[src/rtl/core/tksi_pkg.sv]
package tksi_pkg;

	localparam int DEPTH_DEF      = 10;
	localparam int SCORE_BITS_DEF = 24;
	localparam int TAG_BITS_DEF   = 24;
	localparam int RANK_BITS      = 4;
	localparam int COUNT_BITS     = 4;

	typedef enum logic [1:0] {
		ST_IDLE,
		ST_CMP,
		ST_UPD
	} state_t;

	typedef struct packed {
		logic load;
		logic compare;
		logic update;
	} cmd_t;

endpackage

[src/rtl/core/top_k_score_table_insert_unit.sv]
// Channel   Handshake            Ports
// offer     start & !busy        offer_score, offer_tag
// result    done (one cycle)     was_kept, kept_rank, filled_count, lowest_kept_score
//
// One offer goes through capture, compare in every cell, then shift-insert.
// The result beat shows in the cycle after the insert; busy is low by then,
// so the next offer can start while the result is shown.
// Reset empties the table at once; the receiver cannot stall the result beat.
module top_k_score_table_insert_unit
	import tksi_pkg::*;
#(
	parameter int DEPTH      = DEPTH_DEF,
	parameter int SCORE_BITS = SCORE_BITS_DEF,
	parameter int TAG_BITS   = TAG_BITS_DEF
) (
	input  logic                  clk,
	input  logic                  arst_n,
	input  logic                  start,
	output logic                  busy,
	input  logic [SCORE_BITS-1:0] offer_score,
	input  logic [TAG_BITS-1:0]   offer_tag,
	output logic                  done,
	output logic                  was_kept,
	output logic [RANK_BITS-1:0]  kept_rank,
	output logic [COUNT_BITS-1:0] filled_count,
	output logic [SCORE_BITS-1:0] lowest_kept_score
);

	cmd_t cmd;

	tksi_ctrl u_ctrl (
		.clk    (clk),
		.arst_n (arst_n),
		.start  (start),
		.busy   (busy),
		.cmd    (cmd)
	);

	tksi_dp #(
		.DEPTH      (DEPTH),
		.SCORE_BITS (SCORE_BITS),
		.TAG_BITS   (TAG_BITS)
	) u_dp (
		.clk               (clk),
		.arst_n            (arst_n),
		.cmd               (cmd),
		.offer_score       (offer_score),
		.offer_tag         (offer_tag),
		.done              (done),
		.was_kept          (was_kept),
		.kept_rank         (kept_rank),
		.filled_count      (filled_count),
		.lowest_kept_score (lowest_kept_score)
	);

endmodule

[src/rtl/core/tksi_ctrl.sv]
module tksi_ctrl
	import tksi_pkg::*;
(
	input  logic clk,
	input  logic arst_n,
	input  logic start,
	output logic busy,
	output cmd_t cmd
);

	state_t state_q;
	state_t state_d;

	always_ff @(posedge clk or negedge arst_n) begin
		if (!arst_n) begin
			state_q <= ST_IDLE;
		end else begin
			state_q <= state_d;
		end
	end

	always_comb begin
		state_d = state_q;
		unique case (state_q)
			ST_IDLE: begin
				if (start) begin
					state_d = ST_CMP;
				end
			end
			ST_CMP:  state_d = ST_UPD;
			ST_UPD:  state_d = ST_IDLE;
			default: state_d = ST_IDLE;
		endcase
	end

	always_comb begin
		cmd  = '0;
		busy = 1'b1;
		unique case (state_q)
			ST_IDLE: begin
				busy     = 1'b0;
				cmd.load = start;
			end
			ST_CMP:  cmd.compare = 1'b1;
			ST_UPD:  cmd.update = 1'b1;
			default: busy = 1'b1;
		endcase
	end

endmodule

[src/rtl/core/tksi_dp.sv]
module tksi_dp
	import tksi_pkg::*;
#(
	parameter int DEPTH      = DEPTH_DEF,
	parameter int SCORE_BITS = SCORE_BITS_DEF,
	parameter int TAG_BITS   = TAG_BITS_DEF
) (
	input  logic                  clk,
	input  logic                  arst_n,
	input  cmd_t                  cmd,
	input  logic [SCORE_BITS-1:0] offer_score,
	input  logic [TAG_BITS-1:0]   offer_tag,
	output logic                  done,
	output logic                  was_kept,
	output logic [RANK_BITS-1:0]  kept_rank,
	output logic [COUNT_BITS-1:0] filled_count,
	output logic [SCORE_BITS-1:0] lowest_kept_score
);

	localparam int RANK_W = $clog2(DEPTH + 1);
	localparam int FILL_W = $clog2(DEPTH + 1);

	logic [SCORE_BITS-1:0] score_q [DEPTH];
	logic [TAG_BITS-1:0]   tag_q   [DEPTH];
	logic [SCORE_BITS-1:0] offer_score_q;
	logic [TAG_BITS-1:0]   offer_tag_q;
	logic [DEPTH-1:0]      gt_q;
	logic [DEPTH-1:0]      first;
	logic [FILL_W-1:0]     fill_q;
	logic [FILL_W-1:0]     fill_d;
	logic [SCORE_BITS-1:0] lowest_q;
	logic [SCORE_BITS-1:0] lowest_d;
	logic [RANK_W-1:0]     rank_d;
	logic [RANK_W-1:0]     rank_q;
	logic                  kept_q;
	logic                  done_q;
	logic                  kept;
	logic                  full;
	logic [31:0]           rank_wide;
	logic [31:0]           fill_wide;

	// capture offer
	always_ff @(posedge clk) begin
		if (cmd.load) begin
			offer_score_q <= offer_score;
			offer_tag_q   <= offer_tag;
		end
	end

	// compare every cell against the offer
	always_ff @(posedge clk or negedge arst_n) begin
		if (!arst_n) begin
			gt_q <= '0;
		end else if (cmd.compare) begin
			for (int i = 0; i < DEPTH; i++) begin
				gt_q[i] <= (score_q[i] < offer_score_q);
			end
		end
	end

	assign first[0] = gt_q[0];
	for (genvar i = 1; i < DEPTH; i++) begin : g_first
		assign first[i] = gt_q[i] & ~gt_q[i-1];
	end

	// shift-insert cells
	always_ff @(posedge clk or negedge arst_n) begin
		if (!arst_n) begin
			for (int i = 0; i < DEPTH; i++) begin
				score_q[i] <= '0;
				tag_q[i]   <= '0;
			end
		end else if (cmd.update) begin
			if (first[0]) begin
				score_q[0] <= offer_score_q;
				tag_q[0]   <= offer_tag_q;
			end
			for (int i = 1; i < DEPTH; i++) begin
				if (first[i]) begin
					score_q[i] <= offer_score_q;
					tag_q[i]   <= offer_tag_q;
				end else if (gt_q[i-1]) begin
					score_q[i] <= score_q[i-1];
					tag_q[i]   <= tag_q[i-1];
				end
			end
		end
	end

	assign kept = gt_q[DEPTH-1];
	assign full = (fill_q == FILL_W'(DEPTH));

	always_comb begin
		rank_d = '0;
		for (int i = 0; i < DEPTH; i++) begin
			if (first[i]) begin
				rank_d = rank_d | RANK_W'(i + 1);
			end
		end
	end

	always_comb begin
		fill_d   = fill_q;
		lowest_d = lowest_q;
		if (kept) begin
			if (!full) begin
				fill_d = fill_q + 1'b1;
				if (fill_q == '0 || offer_score_q < lowest_q) begin
					lowest_d = offer_score_q;
				end
			end else if (first[DEPTH-1]) begin
				lowest_d = offer_score_q;
			end else begin
				lowest_d = score_q[DEPTH-2];
			end
		end
	end

	always_ff @(posedge clk or negedge arst_n) begin
		if (!arst_n) begin
			fill_q   <= '0;
			lowest_q <= '0;
			done_q   <= 1'b0;
		end else begin
			done_q <= cmd.update;
			if (cmd.update) begin
				fill_q   <= fill_d;
				lowest_q <= lowest_d;
			end
		end
	end

	always_ff @(posedge clk) begin
		if (cmd.update) begin
			kept_q <= kept;
			rank_q <= rank_d;
		end
	end

	assign rank_wide = 32'(rank_q);
	assign fill_wide = 32'(fill_q);

	assign done              = done_q;
	assign was_kept          = kept_q;
	assign kept_rank         = rank_wide[RANK_BITS-1:0];
	assign filled_count      = fill_wide[COUNT_BITS-1:0];
	assign lowest_kept_score = lowest_q;

endmodule

[config.mk]
export PLATFORM = sky130hd
export DESIGN_NAME = top_k_score_table_insert_unit
export DESIGN_NICKNAME = d
export VERILOG_FILES = /design/src/rtl/core/tksi_pkg.sv /design/src/rtl/core/top_k_score_table_insert_unit.sv /design/src/rtl/core/tksi_ctrl.sv /design/src/rtl/core/tksi_dp.sv
export SDC_FILE = /design/constraint.sdc
export NUM_CORES = 1
export LEC_CHECK = 0
export ABC_CLOCK_PERIOD_IN_PS = 3400
export BUFFER_PORTS_ARGS = -buffer_cell sky130_fd_sc_hd__buf_2
export CAP_MARGIN = 20
export CORE_ASPECT_RATIO = 0.9
export CORE_MARGIN = 5
export CORE_UTILIZATION = 50
export DETAILED_ROUTE_END_ITERATION = 10
export PLACE_DENSITY = 0.73
export SYNTH_ARGS = -nofsm -noshare
export SYNTH_HDL_FRONTEND = slang
export SYNTH_SLANG_ARGS = --single-unit
[constraint.sdc]
create_clock -name clk -period 3.4 [get_ports clk]
set_clock_uncertainty 0.2 [all_clocks]
set_input_delay 0.85 -clock clk [delete_from_list [all_inputs] [get_ports clk]]
set_output_delay 0.85 -clock clk [all_outputs]
set_load 0.005 [all_outputs]
==> flow_summary.yaml <==
run_status:
  status: "completed"
cts:
  cts_root_buffer: "clkbuf_16"
  cts_made_buffers: 38
  cts_tree: "built"
  cts_setup_buffers: 0
  ctsLongestPathBuffers: 3
  worst_skew_pair.late_latency_ns: 0.53
  ctsHoldBuffers: 0
  clk_pin_slew_ns: 0.06
  clock_sinks: 310
  ctsResizeCount: 0
  htreeDepth: 2
worst_setup_path:
  cp.arrival_ns: 3.27
  worstPathMaxFanout: 14
  r2r_start: "u_dp.offer_score_q[15]$_DFFE_PP_"
  rr_worst_depth: 8
  critical_path_class: "register to register"
  path_buf_inv: 1
  cp.required_ns: 3.60
  r2r-end: "u_dp.lowest_kept_score[9]$_DFFE_PN0P_"
  critical-path-top-delay-family: "compound AO/OA/AOI/OAI gates"
  critPathLaunchType: "register"
  r2r_setup_slack_ns: 0.33
  cp_slowest_cell: "edfxtp_1"
  crit_path_end_kind: "register"
  critPathMaxStageDelay_ns: 0.57
  cp_cell_sequence: "ha_1, nand2_1, nor4_1, o211ai_1, a31oi_2, o32ai_4, buf_4, mux2i_1"
logic_synthesis:
  ys_types: 51
  yosys.area_share.simple_pct: 10.33
  ys.warnings.count: 0
  synth_edf_count: 29
  syn_area_sq_um: 18820
  synth_mux_area_share_pct: 4.282
  synth_fp_nets: 2319
  synth-main-ff-cell: "dfrtp_1"
  ys_seq_area_share_pct: 42.00
  synthCells: 2012
  synth_top_cell_by_area: "dfrtp_1"
  synth.top_cells.by_area: "dfrtp_1 (37%), ha_1 (17%), a21oi_1 (6.6%)"
  synth_top_family_by_area: "compound AO/OA/AOI/OAI gates"
  async_flop_share_pct: 90.65
  ys_seq_elements: 310
  yosys.area.top_type_share_pct: 37.37
  synthAdderAreaFrac_pct: 17.02
  synth_xor_area_share_pct: 0.1396
  synth-compound-area-share_pct: 22.62
  postSynthAreaPerCell_sq_um: 9.352
flow_run:
  drv_cap: 0
grt:
  busiest_layer: "met2"
  grt_pass1_wl_mm: 78.00
  met2_usage_pct: 38.27
  globalRouteMet1Util_pct: 29.53
  grt_pass1_vias: 15710
  groute.layer.met3.usage_pct: 3.138
  antenna_found_initial: 0
  grt_max_degree: 82
  grt_usage_pct: 22.24
  globalRoute.totalOverflow: 0
floorplanning:
  num_io_pins: 86
  die_w_um: 214.5
  coreArea_sq_um: 37220
  die_height_um: 194.0
  core.rowCount: 67
  initial_utilization_pct: 50.55
  dieArea_sq_um: 41620
finish:
  syn2layout_area_growth_pct: 12.42
  antenna_cells: 0
  finalNetCount: 2369
  final_layout_size_suffix_gt1_share_pct: 9.995
  fillerInstances: 3237
timing:
  rsz0062_at_grt: "no"
  setup_viol: 0
  whs_ns: 0.1157
  hold_viol_final: 0
  tightest_slew_ns: 0.9462
  fin_crit_ns: 3.069
  maxSlewHeadroom_pct: 36.92
  drv_slew: 0
  fin_crit_sh_pct: 90.26
  fmax_ghz: 0.3258
  finalSetupTns_ns: 0
  post-route-worst-setup-slack_ns: 0.3310
detailed_routing:
  viasPerCell: 5.986
  drc: 0
  firstDrtPassIters: 5
  vias: 15410
  first_iter_violations: 967
  routedWlPerCell_um: 18.06
  routed_wl_mm: 46.48
  antenna_left: 0
power_and_ir_drop:
  peakVddDrop_v: 0.0004468
  p_leak_nw: 9.797
  power-per-cell-area_nw_per_um2: 882.9
worst_hold_path:
  hp-class: "input pin to asynchronous set/reset pin"
placement:
  io_buffers: 61
  gp_congestion: 0.8614
  dp_hpwl_mm: 34.80
  post-place-ws_ns: 0.3125
cell type report:
cell class	count	area (sq um)	area share (%)
Multi-Input combinational cell	1527	10270	48.57
Sequential cell	310	7903	37.36
Clock buffer	50	1141	5.395
Timing Repair Buffer	122	823.3	3.892
Tap cell	483	604.3	2.857
Inverter	63	236.5	1.118
Clock inverter	19	170.2	0.8044
worst max-delay path by stage:
stage | endpoint | depth (start not counted) | start
finish | u_dp.lowest_kept_score[9]$_DFFE_PN0P_ | 8 | u_dp.offer_score_q[15]$_DFFE_PP_
global route | u_dp.lowest_kept_score[6]$_DFFE_PN0P_ | 8 | u_dp.offer_score_q[15]$_DFFE_PP_
CTS | u_dp.lowest_kept_score[6]$_DFFE_PN0P_ | 8 | u_dp.offer_score_q[15]$_DFFE_PP_
detailed placement | u_dp.lowest_kept_score[6]$_DFFE_PN0P_ | 8 | u_dp.offer_score_q[15]$_DFFE_PP_
global placement | u_dp.lowest_kept_score[9]$_DFFE_PN0P_ | 8 | u_dp.offer_score_q[19]$_DFFE_PP_
floorplan | u_dp.offer_score_q[0]$_DFFE_PP_ | 2 | start
per-stage QoR:
step	utilization, %	power (mW)	area [sq um]	std cells
floorplan	-	12.21	18820	2012
global placement	53.31	13.95	19840	2505
detailed placement	53.31	14.46	19840	2505
CTS	56.83	18.74	21150	2574
global route	56.83	20.29	21150	2574
finish	56.83	18.68	21150	2574
cells in the mapped netlist, types with 29 or more instances:
| library cell | instances |
|---|---|
| a211oi_1 | 29 |
| a21oi_1 | 247 |
| clkbuf_1 | 86 |
| dfrtp_1 | 281 |
| edfxtp_1 | 29 |
| ha_1 | 256 |
| inv_1 | 60 |
| mux2i_1 | 76 |
| nand2_1 | 204 |
| nand3_1 | 39 |
| nor2_1 | 142 |
| o21ai_0 | 219 |
| o22ai_1 | 144 |
report_power, final:
group	internal [mW]	switching [mW]	leakage, nW
logic	3.37	4.26	5.31
registers	5.32	1.54	3.83
clock network	2.58	1.61	0.660
layout by cell type (no fill, tap or decap), types with 9 or more instances in the layout:
cell / count
clkbuf_16: 42
ha_1: 256
a211oi_1: 29
nand2b_1: 13
nor2b_1: 15
o22ai_1: 144
buf_2: 60
nand2_1: 204
nor3_1: 9
clkinv_2: 13
buf_4: 57
o2111ai_1: 9
inv_1: 60
nand4_1: 21
o21ai_0: 213
nand3_1: 39
a21o_1: 24
nor2_1: 141
edfxtp_1: 29
mux2i_1: 76
dfrtp_1: 281
o21a_1: 9
a21oi_1: 247
registers in the layout, summed over array words and instances, names as in the netlist:
signal / cells
u_ctrl.state_q: 2
u_dp.kept_rank: 4
u_dp.gt_q: 10
u_dp.offer_score_q: 24
u_dp.lowest_kept_score: 24
u_dp.done: 1
u_dp.was_kept: 1
u_dp.score_q: 240
u_dp.filled_count: 4
cell families after synthesis:
family	Yosys count
and+or+nand+nor	457
DFF	310
muxes	80
xor gates and xnor gates	3
adders and majority gates	256
buffers and inverters	175
AOI/OAI and AO/OA	731
metal layers:
layer  vias up  wire, um
li1       7549         -
met4         0      1261
met1      7440     21180
met2       335     22060
met3        84      1989
met5         -         0
(Power assumes the default switching activity.)
